<file path="config.mk">
export PLATFORM = sky130hd
export DESIGN_NAME = recursive_mutex_table_flat
export DESIGN_NICKNAME = d
export VERILOG_FILES = /design/src/rtl/rmt_pkg.sv /design/src/rtl/rmt_intf.sv /design/src/rtl/recursive_mutex_table.sv /design/src/rtl/rmt_ctrl.sv /design/src/rtl/rmt_dpath.sv /design/src/flat_wrapper.sv
export SDC_FILE = /design/constraint.sdc
export NUM_CORES = 1
export LEC_CHECK = 0
export ABC_AREA = 1
export BUFFER_PORTS_ARGS = -buffer_cell sky130_fd_sc_hd__buf_4
export CAP_MARGIN = 20
export CORE_ASPECT_RATIO = 2
export CORE_UTILIZATION = 35
export CTS_BUF_LIST = sky130_fd_sc_hd__clkbuf_4
export CTS_CLUSTER_DIAMETER = 100
export DETAILED_ROUTE_END_ITERATION = 8
export GPL_TIMING_DRIVEN = 0
export HOLD_SLACK_MARGIN = 0.15
export PLACE_DENSITY_LB_ADDON = 0.12
export SETUP_SLACK_MARGIN = 0.15
export SKIP_LAST_GASP = 1
export SYNTH_ARGS = -nofsm -noshare
export SYNTH_HDL_FRONTEND = slang
export SYNTH_SLANG_ARGS = --single-unit
</file>
<file path="constraint.sdc">
create_clock -name i_clk -period 5.6 [get_ports i_clk]
set_clock_uncertainty 0.15 [all_clocks]
set_input_delay 1.68 -clock i_clk [delete_from_list [all_inputs] [get_ports i_clk]]
set_output_delay 1.68 -clock i_clk [all_outputs]
set_load 0.005 [all_outputs]
</file>
<file path="src/rtl/rmt_pkg.sv">
// ----------------------------------------------------------------------------
// rmt_pkg: shared types and codes of the recursive mutex table
// Operation codes, status codes and the controller-to-datapath command.
// ----------------------------------------------------------------------------
package rmt_pkg;

    // Field widths of the request and result channels
    localparam int FUNC_W   = 3;
    localparam int SLOT_W   = 6;
    localparam int ID_W     = 16;
    localparam int STATUS_W = 3;
    localparam int SLOUT_W  = 5;
    localparam int DEPTH_W  = 8;

    // Operation codes
    localparam logic [FUNC_W-1:0] FN_INIT    = 3'd0;
    localparam logic [FUNC_W-1:0] FN_DESTROY = 3'd1;
    localparam logic [FUNC_W-1:0] FN_LOCK    = 3'd2;
    localparam logic [FUNC_W-1:0] FN_TRYLOCK = 3'd3;
    localparam logic [FUNC_W-1:0] FN_UNLOCK  = 3'd4;

    // Status codes
    localparam logic [STATUS_W-1:0] ST_OK          = 3'd0;
    localparam logic [STATUS_W-1:0] ST_INVALID     = 3'd1;
    localparam logic [STATUS_W-1:0] ST_BUSY        = 3'd2;
    localparam logic [STATUS_W-1:0] ST_NOT_OWNER   = 3'd3;
    localparam logic [STATUS_W-1:0] ST_NO_FREE     = 3'd4;
    localparam logic [STATUS_W-1:0] ST_WOULD_BLOCK = 3'd5;
    localparam logic [STATUS_W-1:0] ST_OVERFLOW    = 3'd6;

    // Commands from the controller to the datapath
    typedef struct packed {
        logic load;     // capture request, read table entry
        logic commit;   // decide, write back, load result register
    } t_rmt_cmd;

endpackage

</file>
<file path="src/rtl/rmt_intf.sv">
// ----------------------------------------------------------------------------
// rmt_intf: request and response channels
// Valid/ready channels; a transfer happens when valid and ready are high.
// ----------------------------------------------------------------------------
interface rmt_req_if import rmt_pkg::*; ();
    logic              valid;
    logic              ready;
    logic [FUNC_W-1:0] func;
    logic [SLOT_W-1:0] slot_sel;
    logic [ID_W-1:0]   requester_id;

    modport source (output valid, func, slot_sel, requester_id, input ready);
    modport sink   (input valid, func, slot_sel, requester_id, output ready);
endinterface

interface rmt_rsp_if import rmt_pkg::*; ();
    logic                valid;
    logic                ready;
    logic [STATUS_W-1:0] status;
    logic [SLOUT_W-1:0]  slot_out;
    logic                wake_waiter;
    logic [DEPTH_W-1:0]  hold_depth;

    modport source (output valid, status, slot_out, wake_waiter, hold_depth,
                    input ready);
    modport sink   (input valid, status, slot_out, wake_waiter, hold_depth,
                    output ready);
endinterface

</file>
<file path="src/rtl/recursive_mutex_table.sv">
// ----------------------------------------------------------------------------
// recursive_mutex_table: table of recursive mutexes
// Serves init, destroy, lock, trylock and unlock requests, one result each.
// ----------------------------------------------------------------------------
// The transfer cycle captures the request and reads the slot's owner and hold
// count from the table memory, and the decision state then decides the
// operation (including the lowest-free-slot search for init), writes the
// entry back and loads the result register. A new request is taken in the
// cycle after that, while the previous result may still wait in the result
// register; the decision cycle waits only if that register is still full and
// not being taken. Lock flags and waiter flags clear at reset, so the block is
// usable immediately after reset.
module recursive_mutex_table import rmt_pkg::*; #(
    parameter int SLOTS      = 32,
    parameter int OWNER_BITS = 16,
    parameter int DEPTH_BITS = 8
) (
    input  logic      i_clk,
    input  logic      i_rst_n,
    rmt_req_if.sink   i_req,
    rmt_rsp_if.source o_rsp
);

    t_rmt_cmd cmd;

    rmt_ctrl u_ctrl (
        .i_clk       (i_clk),
        .i_rst_n     (i_rst_n),
        .i_in_valid  (i_req.valid),
        .o_in_ready  (i_req.ready),
        .o_out_valid (o_rsp.valid),
        .i_out_ready (o_rsp.ready),
        .o_cmd       (cmd)
    );

    rmt_dpath #(
        .SLOTS      (SLOTS),
        .OWNER_BITS (OWNER_BITS),
        .DEPTH_BITS (DEPTH_BITS)
    ) u_dpath (
        .i_clk          (i_clk),
        .i_rst_n        (i_rst_n),
        .i_cmd          (cmd),
        .i_func         (i_req.func),
        .i_slot_sel     (i_req.slot_sel),
        .i_requester_id (i_req.requester_id),
        .o_status       (o_rsp.status),
        .o_slot_out     (o_rsp.slot_out),
        .o_wake_waiter  (o_rsp.wake_waiter),
        .o_hold_depth   (o_rsp.hold_depth)
    );

endmodule

</file>
<file path="src/rtl/rmt_ctrl.sv">
// ----------------------------------------------------------------------------
// rmt_ctrl: request sequencer
// Two-state controller: take a request, then commit it once the result
// register is free. Owns the handshake on both channels.
// ----------------------------------------------------------------------------
module rmt_ctrl import rmt_pkg::*; (
    input  logic     i_clk,
    input  logic     i_rst_n,
    input  logic     i_in_valid,
    output logic     o_in_ready,
    output logic     o_out_valid,
    input  logic     i_out_ready,
    output t_rmt_cmd o_cmd
);

    typedef enum logic [1:0] {
        S_IDLE = 2'b01,
        S_EXEC = 2'b10
    } t_state;

    t_state r_state, n_state;
    logic   r_out_valid, n_out_valid;
    logic   commit;

    // Commit only when the result register is empty or being drained
    assign commit     = (r_state == S_EXEC) && (!r_out_valid || i_out_ready);
    assign o_in_ready = (r_state == S_IDLE);
    assign o_cmd.load   = (r_state == S_IDLE) && i_in_valid;
    assign o_cmd.commit = commit;
    assign o_out_valid  = r_out_valid;

    // Advance state
    always_comb begin
        n_state = r_state;
        unique case (r_state)
            S_IDLE: begin
                if (i_in_valid) begin
                    n_state = S_EXEC;
                end
            end
            S_EXEC: begin
                if (commit) begin
                    n_state = S_IDLE;
                end
            end
            default: n_state = S_IDLE;
        endcase
    end

    // Hold result valid until transfer, reload on commit
    always_comb begin
        n_out_valid = r_out_valid;
        if (commit) begin
            n_out_valid = 1'b1;
        end else if (i_out_ready) begin
            n_out_valid = 1'b0;
        end
    end

    always_ff @(posedge i_clk) begin
        if (!i_rst_n) begin
            r_state     <= S_IDLE;
            r_out_valid <= 1'b0;
        end else begin
            r_state     <= n_state;
            r_out_valid <= n_out_valid;
        end
    end

endmodule

</file>
<file path="src/rtl/rmt_dpath.sv">
// ----------------------------------------------------------------------------
// rmt_dpath: mutex table datapath
// Lock and waiter flags in flops, owner and hold count in a memory read
// at request capture. Decides the operation and writes back on commit.
// ----------------------------------------------------------------------------
module rmt_dpath import rmt_pkg::*; #(
    parameter int SLOTS      = 32,
    parameter int OWNER_BITS = 16,
    parameter int DEPTH_BITS = 8
) (
    input  logic                i_clk,
    input  logic                i_rst_n,
    input  t_rmt_cmd            i_cmd,
    input  logic [FUNC_W-1:0]   i_func,
    input  logic [SLOT_W-1:0]   i_slot_sel,
    input  logic [ID_W-1:0]     i_requester_id,
    output logic [STATUS_W-1:0] o_status,
    output logic [SLOUT_W-1:0]  o_slot_out,
    output logic                o_wake_waiter,
    output logic [DEPTH_W-1:0]  o_hold_depth
);

    localparam int SIDX = $clog2(SLOTS);

    // Request register
    logic [FUNC_W-1:0]     r_func;
    logic [SLOT_W-1:0]     r_slot;
    logic [OWNER_BITS-1:0] r_me;

    // Table: flags in flops, owner and count in memory
    logic [SLOTS-1:0]      r_locked;
    logic [SLOTS-1:0]      r_waiter;
    logic [OWNER_BITS-1:0] mem_own [SLOTS];
    logic [DEPTH_BITS-1:0] mem_cnt [SLOTS];
    logic [OWNER_BITS-1:0] r_rd_own;
    logic [DEPTH_BITS-1:0] r_rd_cnt;

    // Result register
    logic [STATUS_W-1:0] r_status;
    logic [SLOUT_W-1:0]  r_slot_out;
    logic                r_wake;
    logic [DEPTH_W-1:0]  r_depth;

    // Decision signals
    logic [SIDX-1:0]       idx;
    logic [SIDX-1:0]       rd_addr;
    logic                  in_range;
    logic                  cur_lk;
    logic                  own_me;
    logic [DEPTH_BITS-1:0] cur_cnt;
    logic                  found;
    logic [SIDX-1:0]       free_idx;
    logic [STATUS_W-1:0]   n_status;
    logic [SLOUT_W-1:0]    n_slot_out;
    logic                  n_wake;
    logic [DEPTH_BITS-1:0] n_depth;
    logic                  wr_en;
    logic [OWNER_BITS-1:0] wr_own;
    logic [DEPTH_BITS-1:0] wr_cnt;
    logic                  set_lk;
    logic                  clr_lk;
    logic                  set_wt;
    logic                  clr_wt;
    logic [SIDX-1:0]       flag_idx;

    assign rd_addr  = i_slot_sel[SIDX-1:0];
    assign idx      = r_slot[SIDX-1:0];
    assign in_range = {1'b0, r_slot} < (SLOT_W+1)'(SLOTS);

    // Capture request and read the addressed entry
    always_ff @(posedge i_clk) begin
        if (i_cmd.load) begin
            r_func   <= i_func;
            r_slot   <= i_slot_sel;
            r_me     <= OWNER_BITS'(i_requester_id);
            r_rd_own <= mem_own[rd_addr];
            r_rd_cnt <= mem_cnt[rd_addr];
        end
    end

    // An unlocked slot always reads as count zero and is owned by no requester
    assign cur_lk  = r_locked[idx];
    assign cur_cnt = cur_lk ? r_rd_cnt : '0;
    assign own_me  = cur_lk && (r_rd_own == r_me);

    // Find the lowest unlocked slot for init
    always_comb begin
        found    = 1'b0;
        free_idx = '0;
        for (int k = SLOTS - 1; k >= 0; k--) begin
            if (!r_locked[k]) begin
                found    = 1'b1;
                free_idx = SIDX'(k);
            end
        end
    end

    // Decide the operation
    always_comb begin
        n_status   = ST_INVALID;
        n_slot_out = SLOUT_W'(r_slot);
        n_wake     = 1'b0;
        n_depth    = '0;
        wr_en      = 1'b0;
        wr_own     = r_me;
        wr_cnt     = '0;
        set_lk     = 1'b0;
        clr_lk     = 1'b0;
        set_wt     = 1'b0;
        clr_wt     = 1'b0;
        flag_idx   = idx;
        if (r_func == FN_INIT) begin
            if (found) begin
                n_status   = ST_OK;
                n_slot_out = SLOUT_W'(free_idx);
                clr_wt     = 1'b1;
                flag_idx   = free_idx;
            end else begin
                n_status   = ST_NO_FREE;
                n_slot_out = '0;
            end
        end else if (in_range) begin
            case (r_func) inside
                FN_DESTROY: begin
                    n_status = cur_lk ? ST_BUSY : ST_OK;
                    n_depth  = cur_cnt;
                end
                FN_LOCK, FN_TRYLOCK: begin
                    n_depth = cur_cnt;
                    if (cur_lk && !own_me) begin
                        // Foreign hold: lock marks a waiter
                        n_status = (r_func == FN_LOCK) ? ST_WOULD_BLOCK : ST_BUSY;
                        set_wt   = (r_func == FN_LOCK);
                    end else if (cur_lk) begin
                        if (&cur_cnt) begin
                            n_status = ST_OVERFLOW;
                        end else begin
                            n_status = ST_OK;
                            wr_en    = 1'b1;
                            wr_own   = r_rd_own;
                            wr_cnt   = cur_cnt + 1'b1;
                            n_depth  = cur_cnt + 1'b1;
                        end
                    end else begin
                        n_status = ST_OK;
                        set_lk   = 1'b1;
                        wr_en    = 1'b1;
                        wr_cnt   = DEPTH_BITS'(1);
                        n_depth  = DEPTH_BITS'(1);
                    end
                end
                FN_UNLOCK: begin
                    n_depth = cur_cnt;
                    if (!own_me) begin
                        n_status = ST_NOT_OWNER;
                    end else if (cur_cnt <= DEPTH_BITS'(1)) begin
                        // Final release: free the slot, wake any marked waiter
                        n_status = ST_OK;
                        n_wake   = r_waiter[idx];
                        n_depth  = '0;
                        clr_lk   = 1'b1;
                        clr_wt   = 1'b1;
                    end else begin
                        n_status = ST_OK;
                        wr_en    = 1'b1;
                        wr_own   = r_rd_own;
                        wr_cnt   = cur_cnt - 1'b1;
                        n_depth  = cur_cnt - 1'b1;
                    end
                end
                default: begin
                    n_status = ST_INVALID;
                end
            endcase
        end
    end

    // Write back owner and count
    always_ff @(posedge i_clk) begin
        if (i_cmd.commit && wr_en) begin
            mem_own[idx] <= wr_own;
            mem_cnt[idx] <= wr_cnt;
        end
    end

    // Update lock and waiter flags
    always_ff @(posedge i_clk) begin
        if (!i_rst_n) begin
            r_locked <= '0;
            r_waiter <= '0;
        end else if (i_cmd.commit) begin
            if (set_lk) begin
                r_locked[flag_idx] <= 1'b1;
            end else if (clr_lk) begin
                r_locked[flag_idx] <= 1'b0;
            end
            if (set_wt) begin
                r_waiter[flag_idx] <= 1'b1;
            end else if (clr_wt) begin
                r_waiter[flag_idx] <= 1'b0;
            end
        end
    end

    // Load result register
    always_ff @(posedge i_clk) begin
        if (i_cmd.commit) begin
            r_status   <= n_status;
            r_slot_out <= n_slot_out;
            r_wake     <= n_wake;
            r_depth    <= DEPTH_W'(n_depth);
        end
    end

    assign o_status      = r_status;
    assign o_slot_out    = r_slot_out;
    assign o_wake_waiter = r_wake;
    assign o_hold_depth  = r_depth;

endmodule

</file>
<file path="src/flat_wrapper.sv">
// flat-port wrapper written by rule: the top's interface ports become plain ports
module recursive_mutex_table_flat import rmt_pkg::*;
#(
    parameter int SLOTS      = 32,
    parameter int OWNER_BITS = 16,
    parameter int DEPTH_BITS = 8
)
  (i_clk, i_rst_n, i_req_valid, i_req_func, i_req_slot_sel, i_req_requester_id, i_req_ready, o_rsp_valid, o_rsp_status, o_rsp_slot_out, o_rsp_wake_waiter, o_rsp_hold_depth, o_rsp_ready);
  rmt_req_if i_req_i ();
  rmt_rsp_if o_rsp_i ();
  input  logic i_clk;
  input  logic i_rst_n;
  input wire logic [$bits(i_req_i.valid)-1:0] i_req_valid;
  input wire logic [$bits(i_req_i.func)-1:0] i_req_func;
  input wire logic [$bits(i_req_i.slot_sel)-1:0] i_req_slot_sel;
  input wire logic [$bits(i_req_i.requester_id)-1:0] i_req_requester_id;
  output wire logic [$bits(i_req_i.ready)-1:0] i_req_ready;
  output wire logic [$bits(o_rsp_i.valid)-1:0] o_rsp_valid;
  output wire logic [$bits(o_rsp_i.status)-1:0] o_rsp_status;
  output wire logic [$bits(o_rsp_i.slot_out)-1:0] o_rsp_slot_out;
  output wire logic [$bits(o_rsp_i.wake_waiter)-1:0] o_rsp_wake_waiter;
  output wire logic [$bits(o_rsp_i.hold_depth)-1:0] o_rsp_hold_depth;
  input wire logic [$bits(o_rsp_i.ready)-1:0] o_rsp_ready;
  assign i_req_i.valid = i_req_valid;
  assign i_req_i.func = i_req_func;
  assign i_req_i.slot_sel = i_req_slot_sel;
  assign i_req_i.requester_id = i_req_requester_id;
  assign i_req_ready = i_req_i.ready;
  assign o_rsp_valid = o_rsp_i.valid;
  assign o_rsp_status = o_rsp_i.status;
  assign o_rsp_slot_out = o_rsp_i.slot_out;
  assign o_rsp_wake_waiter = o_rsp_i.wake_waiter;
  assign o_rsp_hold_depth = o_rsp_i.hold_depth;
  assign o_rsp_i.ready = o_rsp_ready;
  recursive_mutex_table #(.SLOTS(SLOTS), .OWNER_BITS(OWNER_BITS), .DEPTH_BITS(DEPTH_BITS)) u_core (.i_clk(i_clk), .i_rst_n(i_rst_n), .i_req(i_req_i), .o_rsp(o_rsp_i));
endmodule
</file>
* Yosys cells after proc, flatten, opt, wreduce, memory -nomap -nowiden
Memories as Yosys holds them, arrays and structs flattened. A register that Yosys moved wholly into a read port is not among the register bits.
Cells that the tools add are included.
** Word-level totals
- Flip-flop bits (word level) :: 109
- Memory bits (writable) :: 768
- Input bits :: 29
- Output and inout port bits :: 19
- Logic and storage cells :: 213
- Memories kept :: 2
** Operators by class
- $add $sub $neg :: 2
- Order comparisons :: 5
- Equality and inequality tests :: 9
- Muxes and demuxes :: 155
- Bitwise logic cells :: 9
- Reduce and logical (&&, ||, !) cells :: 20
** Memories
- u_core.u_dpath.mem_own :: depth 32, width 16, read ports 1, clocked after memory_dff 1, write ports 1, RTL line rmt_dpath.sv:33 : logic [OWNER_BITS-1:0] mem_own [SLOTS];
- u_core.u_dpath.mem_cnt :: depth 32, width 8, read ports 1, clocked after memory_dff 1, write ports 1, RTL line rmt_dpath.sv:34 : logic [DEPTH_BITS-1:0] mem_cnt [SLOTS];
** Operators by type and width (number)
- $mux 5 :: 36
- $mux 16 :: 10
- $mux 8 :: 18
- $mux 32 :: 4
- $mux 1 :: 69
- $and 32x32->32 :: 2
- $or 32x32->32 :: 2
- $not 32->32 :: 1
- $mux 3 :: 9
- $eq 16x16->1 :: 1
- $lt 5x6->1 const B :: 2
- $bmux 1 s5 :: 2
- $mux 2 :: 5
- $add 8x1->8 const B :: 1
- $le 8x1->1 const B :: 1
- $reduce_and 8->1 :: 1
- $reduce_or 8->1 :: 1
- $sub 8x1->8 const B :: 1
- $eq 3x2->1 const B :: 2
- $logic_and 1x1->1 :: 6
- $lt 6x6->1 const B :: 1
- $reduce_and 2->1 :: 3
- $reduce_bool 2->1 :: 3
- $demux 1 s5 :: 1
- 12 further kinds :: 18

* Depth between registers and ports, before layout
- Depth in word-level cells :: 42
- Depth in mapped cells :: 38
- Mapped depth without buffers :: 37

* By module
From an unflattened synthesis, not the netlist that was laid out.
** Second synthesis, totals
- Cell total of the unflattened synthesis :: 3095
- Area total of the unflattened synthesis :: 36988.0 um2
** By module, submodules not included
- rmt_dpath :: times used 1, cells an instance 3076, area an instance 36835.3 um2
- rmt_ctrl :: times used 1, cells an instance 19, area an instance 152.6 um2

* Worst setup path after synthesis
No wires, ideal clock.
- Path type :: input to register
- Start point :: in o_rsp_ready
- End point :: mem u_core.u_dpath.mem_cnt[0][0], enable pin
- Setup time :: 0.405 ns
- Data arrival time :: 4.687 ns
- Path slack :: 0.358 ns
- Cell stages on the path :: 6
- Cells stage by stage :: nor2_1 -> nor2_1 -> inv_1 -> a2111oi_4 -> nand2_4 -> nor2_1
** RTL lines
- start, declared :: RTL line flat_wrapper.sv:23 : input wire logic [$bits(o_rsp_i.ready)-1:0] o_rsp_ready;
- end, declared :: RTL line rmt_dpath.sv:34

* Final worst setup path
- Start point :: reg u_core.u_dpath.r_slot[1]
- End point :: mem u_core.u_dpath.mem_own[5][7], enable pin
** On the way
- Word-level cells in the longest chain between the ends :: 14
- Elaborated cells on any way between the ends :: 22
- Classes of those cells :: order compare (2); mux (15); reduce/logical (5)
** RTL lines
- start, declared :: RTL line rmt_dpath.sv:27 : logic [SLOT_W-1:0] r_slot;
- start signal, assigned :: RTL line rmt_dpath.sv:74 : r_slot <= i_slot_sel;
- $bmux 1 s5 :: RTL line rmt_dpath.sv:82 : assign cur_lk = r_locked[idx];
- $mux 1 (implied by the code) :: RTL line rmt_dpath.sv:82
- $mux 8 :: RTL line rmt_dpath.sv:83 : assign cur_cnt = cur_lk ? r_rd_cnt : '0;
- $le 8x1->1 / $reduce_and 8->1 (equally long branches) :: RTL line rmt_dpath.sv:156, rmt_dpath.sv:135
- $mux 1, on equally long branches :: RTL line rmt_dpath.sv:156, rmt_dpath.sv:135
- $mux 1, on equally long branches :: RTL line rmt_dpath.sv:154, rmt_dpath.sv:134
- $mux 1, on equally long branches :: RTL line rmt_dpath.sv:123, rmt_dpath.sv:130
- $mux 1 (2 in series) :: RTL line rmt_dpath.sv:123 : case (r_func) inside
- $mux 1 :: RTL line rmt_dpath.sv:122 : end else if (in_range) begin
- $mux 1 :: RTL line rmt_dpath.sv:112 : if (r_func == FN_INIT) begin
- $logic_and 1x1->1 :: RTL line rmt_dpath.sv:180 : if (i_cmd.commit && wr_en) begin
- $mux 1 :: RTL line rmt_dpath.sv:180
- $mux 1 (implied by the code) :: RTL line rmt_dpath.sv:181 : mem_own[idx] <= wr_own;
- end, declared :: RTL line rmt_dpath.sv:33
Parallel ways exist; a longest one is shown, timed or not. The select of a mux whose other input is x is not followed.

==> impl_metrics.csv <==
group,metric,value,unit
grt,grt.overflow.total,0,
final_layout,final_cell_mix,"edfxtp_1 (834), nor2_1 (603), o21ai_0 (433)",
timing,max_slew_margin,0.172,
route,drc,0,
worst_setup_path,critical-path-top-delay-family,"simple AND/OR/NAND/NOR gates",
final_layout,fin_nets,3442,
pwr,p_switching,3.57,mW
final_layout,final_common_cell,"edfxtp_1",
worst_setup_path,cp_max_fo,19,
cts,clk_latency,1.18,ns
floorplanning,die_w,232,microns
pwr,p_int,10.2,mW
yosys,synthCells,3071,
placement,place_area,0.0405,sq mm
final_layout,final.fill_count,9907,
worst_setup_path,startpoint_type,"register",
timing,setup_violations,0,
route,ant_nets,0,
worst_setup_path,arrival,6.02,ns
grt,grt.total_usage,0.289,
cts,root_buffer,"clkbuf_4",
final_layout,multi_input_comb_area,0.00970,sq mm
route,firstDrtPassIters,6,
pwr,switching_share,0.259,
route,vias_per_cell,5.71,
pwr,p_leak,14.7,nW
yosys,synth_cell_types,53,
worst_setup_path,cp_cell_sequence,"nand2_2 > inv_2 > buf_4 > a22oi_1 > a21oi_1 > nor3_2 > nand2_4 > inv_8 > nor2_1 > inv_1 > ha_1 > o21ai_1 > nor3_4 > inv_2 > nand2_2 > inv_2 > nor2_1 > a2111oi_4 > buf_12 > nand2_4 > nor2_4 > buf_12",
floorplanning,die_h,462,microns
worst_setup_path,r2r-start,"u_core.u_dpath.r_slot[1]",
cts,htreeDepth,4,
pwr,combPwrFrac,0.075,
worst_setup_path,required,6.28,ns
yosys,synth_seq_cells,901,
run,maxCapViolations,0,
pwr,power_density,315,mW/mm^2
timing,finalMaxSlewViolations,0,
timing,fin_tns_setup,0,ns
route,drt-total-wl,155000,microns
worst_setup_path,cp.depth,22,
route,vias,28100,
worst_setup_path,reg2regPathDepth,22,
worst_setup_path,cpPeakStageDelay,0.55,ns
placement,io_buffers,46,
yosys,syn_area,0.0371,sq mm
cts,clk_path_buf_depth,3,
floorplanning,rows,168,
grt,grt_pass1_vias,27900,
route,drt_iter0_drc,2756,
cts,cts_hold_buffers,0,
worst_setup_path,cpMostUsedCell,"inv_2",
yosys,ys_seq_area_frac,0.712,
pwr,seqPwrFrac,0.538,
yosys,ys.flop_type,"edfxtp_1",
outcome,status,"finished, final reports clean",
cts,cts_tree,"yes",
route,drt-wirelength-per-cell,31.5,microns
pwr,clkPwrFrac,0.387,
pwr,total_power,13.8,mW
floorplanning,core-area,0.105,sq mm
yosys,synth_warnings,0,
cts,path_clk_slew,0.07,ns
floorplanning,dieArea,0.107,sq mm
placement,dp_hpwl,111000,microns
pwr,peakVddDrop,0.201,mV
worst_setup_path,critPathBufInv,8,
grt,antenna_found_initial,2,
worst_setup_path,worstSetupPathType,"reg2reg",
final_layout,finalInstanceArea,0.0436,sq mm
grt,grt_pass1_wl,211000,microns
yosys,yosysTopAreaCellShare,0.675,
yosys,synth_area_leader_cell,"edfxtp_1",
final_layout,seq_area,0.0264,sq mm
yosys,synthTopCellsByArea,"edfxtp_1 (68%), nor2_1 (6.5%), o21ai_0 (5.8%)",
timing,max_slew.worst_pin.slew,1.24,ns
timing,hold_viol,0,
yosys,synth_edf_count,834,
grt,grt_max_degree,33,
worst_setup_path,startpoint,"u_core.u_dpath.r_slot[1]",
yosys,avgSynthCellArea,12.1,sq um
yosys,synth_nets,3103,
timing,holdWs,0.345,ns
floorplanning,initial_core_util,0.353,
timing,min_period_over_period,0.953,
timing,fmax,0.187,GHz
min_path,worstHoldPathCells,2,
cts,cts_buffers,203,
worst_setup_path,endpoint_kind,"register",
final_layout,synthToLayoutAreaGrowth,17.6,%
cts,cts_sinks,901,
timing,fin_crit,5.34,ns
final_layout,drive_above_1_share,0.161,
worst_setup_path,critPathSlowestCell,"edfxtp_1",
yosys,async_flop_share,0,
placement,place_congestion,0.974,
floorplanning,io_pins,48,
timing,rsz0062_at_grt,"no",
min_path,hp-class,"reg2reg",
## repair_timing
| item | CTS | global route |
|---|---|---|
| pin swaps | 33 | 2 |
| endpoints found under the setup margin | 768 | 206 |
| setup buffers | 35 | 1 |
| resized for setup | 1 | 3 |
## worst min-delay path, delay by kind of cell, from the launching register on
family,cells,cell delay (ns)
compound gates,1,0.04
flops,1,0.33
simple gates,1,0.08
## metrics by stage
stage,util,std cells,worst slack [ns]
2_1_floorplan,-,3071,0.358
3_3_place_gp,0.373,4477,-2.98
3_5_place_dp,0.386,4529,-0.774
4_1_cts,0.415,4921,0.213
5_1_grt,0.416,4924,0.156
6_report,0.416,4924,0.261
## final cells by class
cell class | count | area share
inverter | 125 | 0.0109
buffer | 210 | 0.0196
clock buffer | 295 | 0.0508
timing repair buffer | 134 | 0.0434
antenna | 2 | 0.000115
clock inverter | 62 | 0.00846
tap | 1360 | 0.0390
multi-input combinational | 1835 | 0.223
sequential | 901 | 0.605
## path summary, 6_finish.rpt
check | endpoint | slack, ns
setup / recovery | u_core.u_dpath.mem_own[5][7] | 0.26
hold / removal | register | 0.35
setup reg to reg | u_core.u_dpath.mem_own[5][7] | 0.26
hold reg to reg | register | 0.35
## per-layer routing
layer	vias up	wire [microns]	share of wire	GRT usage
met5	-	0	0	0
met4	0	15400	0.099	0.259
met3	521	9520	0.061	0.0495
met2	1464	81400	0.53	0.523
met1	14000	48700	0.31	0.276
li1	12200	-	-	-
## flip-flops by register name, summed over array words and instances, names as in the netlist, named ones only
name                          count
u_core.u_dpath.r_rd_own          16
u_core.u_dpath.r_slot             6
u_core.u_dpath.mem_own          512
u_core.u_ctrl.o_out_valid         1
u_core.u_dpath.o_status           3
u_core.u_dpath.mem_cnt          256
u_core.u_dpath.o_wake_waiter      1
u_core.u_dpath.r_me              16
u_core.u_dpath.r_rd_cnt           8
u_core.u_dpath.o_slot_out         5
u_core.u_dpath.o_hold_depth       8
u_core.u_ctrl.r_state             2
u_core.u_dpath.r_func             3
## synth_stat cells, drive strengths merged, types with 5 or more instances
cell,n
a211oi,5
a21oi,61
a22oi,33
a31oi,30
a32oi,19
buf,21
clkbuf,189
clkinv,5
dfxtp,67
edfxtp,834
inv,120
nand2,196
nand3,98
nand4,40
nor2,652
nor3,21
o211ai,5
o21ai,435
o221ai,144
o22ai,52
xnor2,9
xor2,13
## cell families after synthesis
family	Yosys count	share of synthesized area
AO/OA/AOI/OAI	793	0.131
flip-flops	901	0.712
AND/OR/NAND/NOR	1017	0.116
adder cells (fa/ha/maj)	3	0.00101
buffers and inverters	335	0.0353
XOR/XNOR	22	0.00520
## power by group through the flow
stage | Combinational, mW | Clock [mW] | Sequential [mW]
floorplan | 0.464 | 0 | 7.54
global placement | 0.962 | 0 | 7.56
detailed placement | 1.01 | 0 | 7.55
CTS | 1.01 | 5.42 | 7.40
global route | 1.06 | 5.68 | 7.40
finish | 1.03 | 5.32 | 7.40
Note: power is estimated with default switching activity, not from simulation.
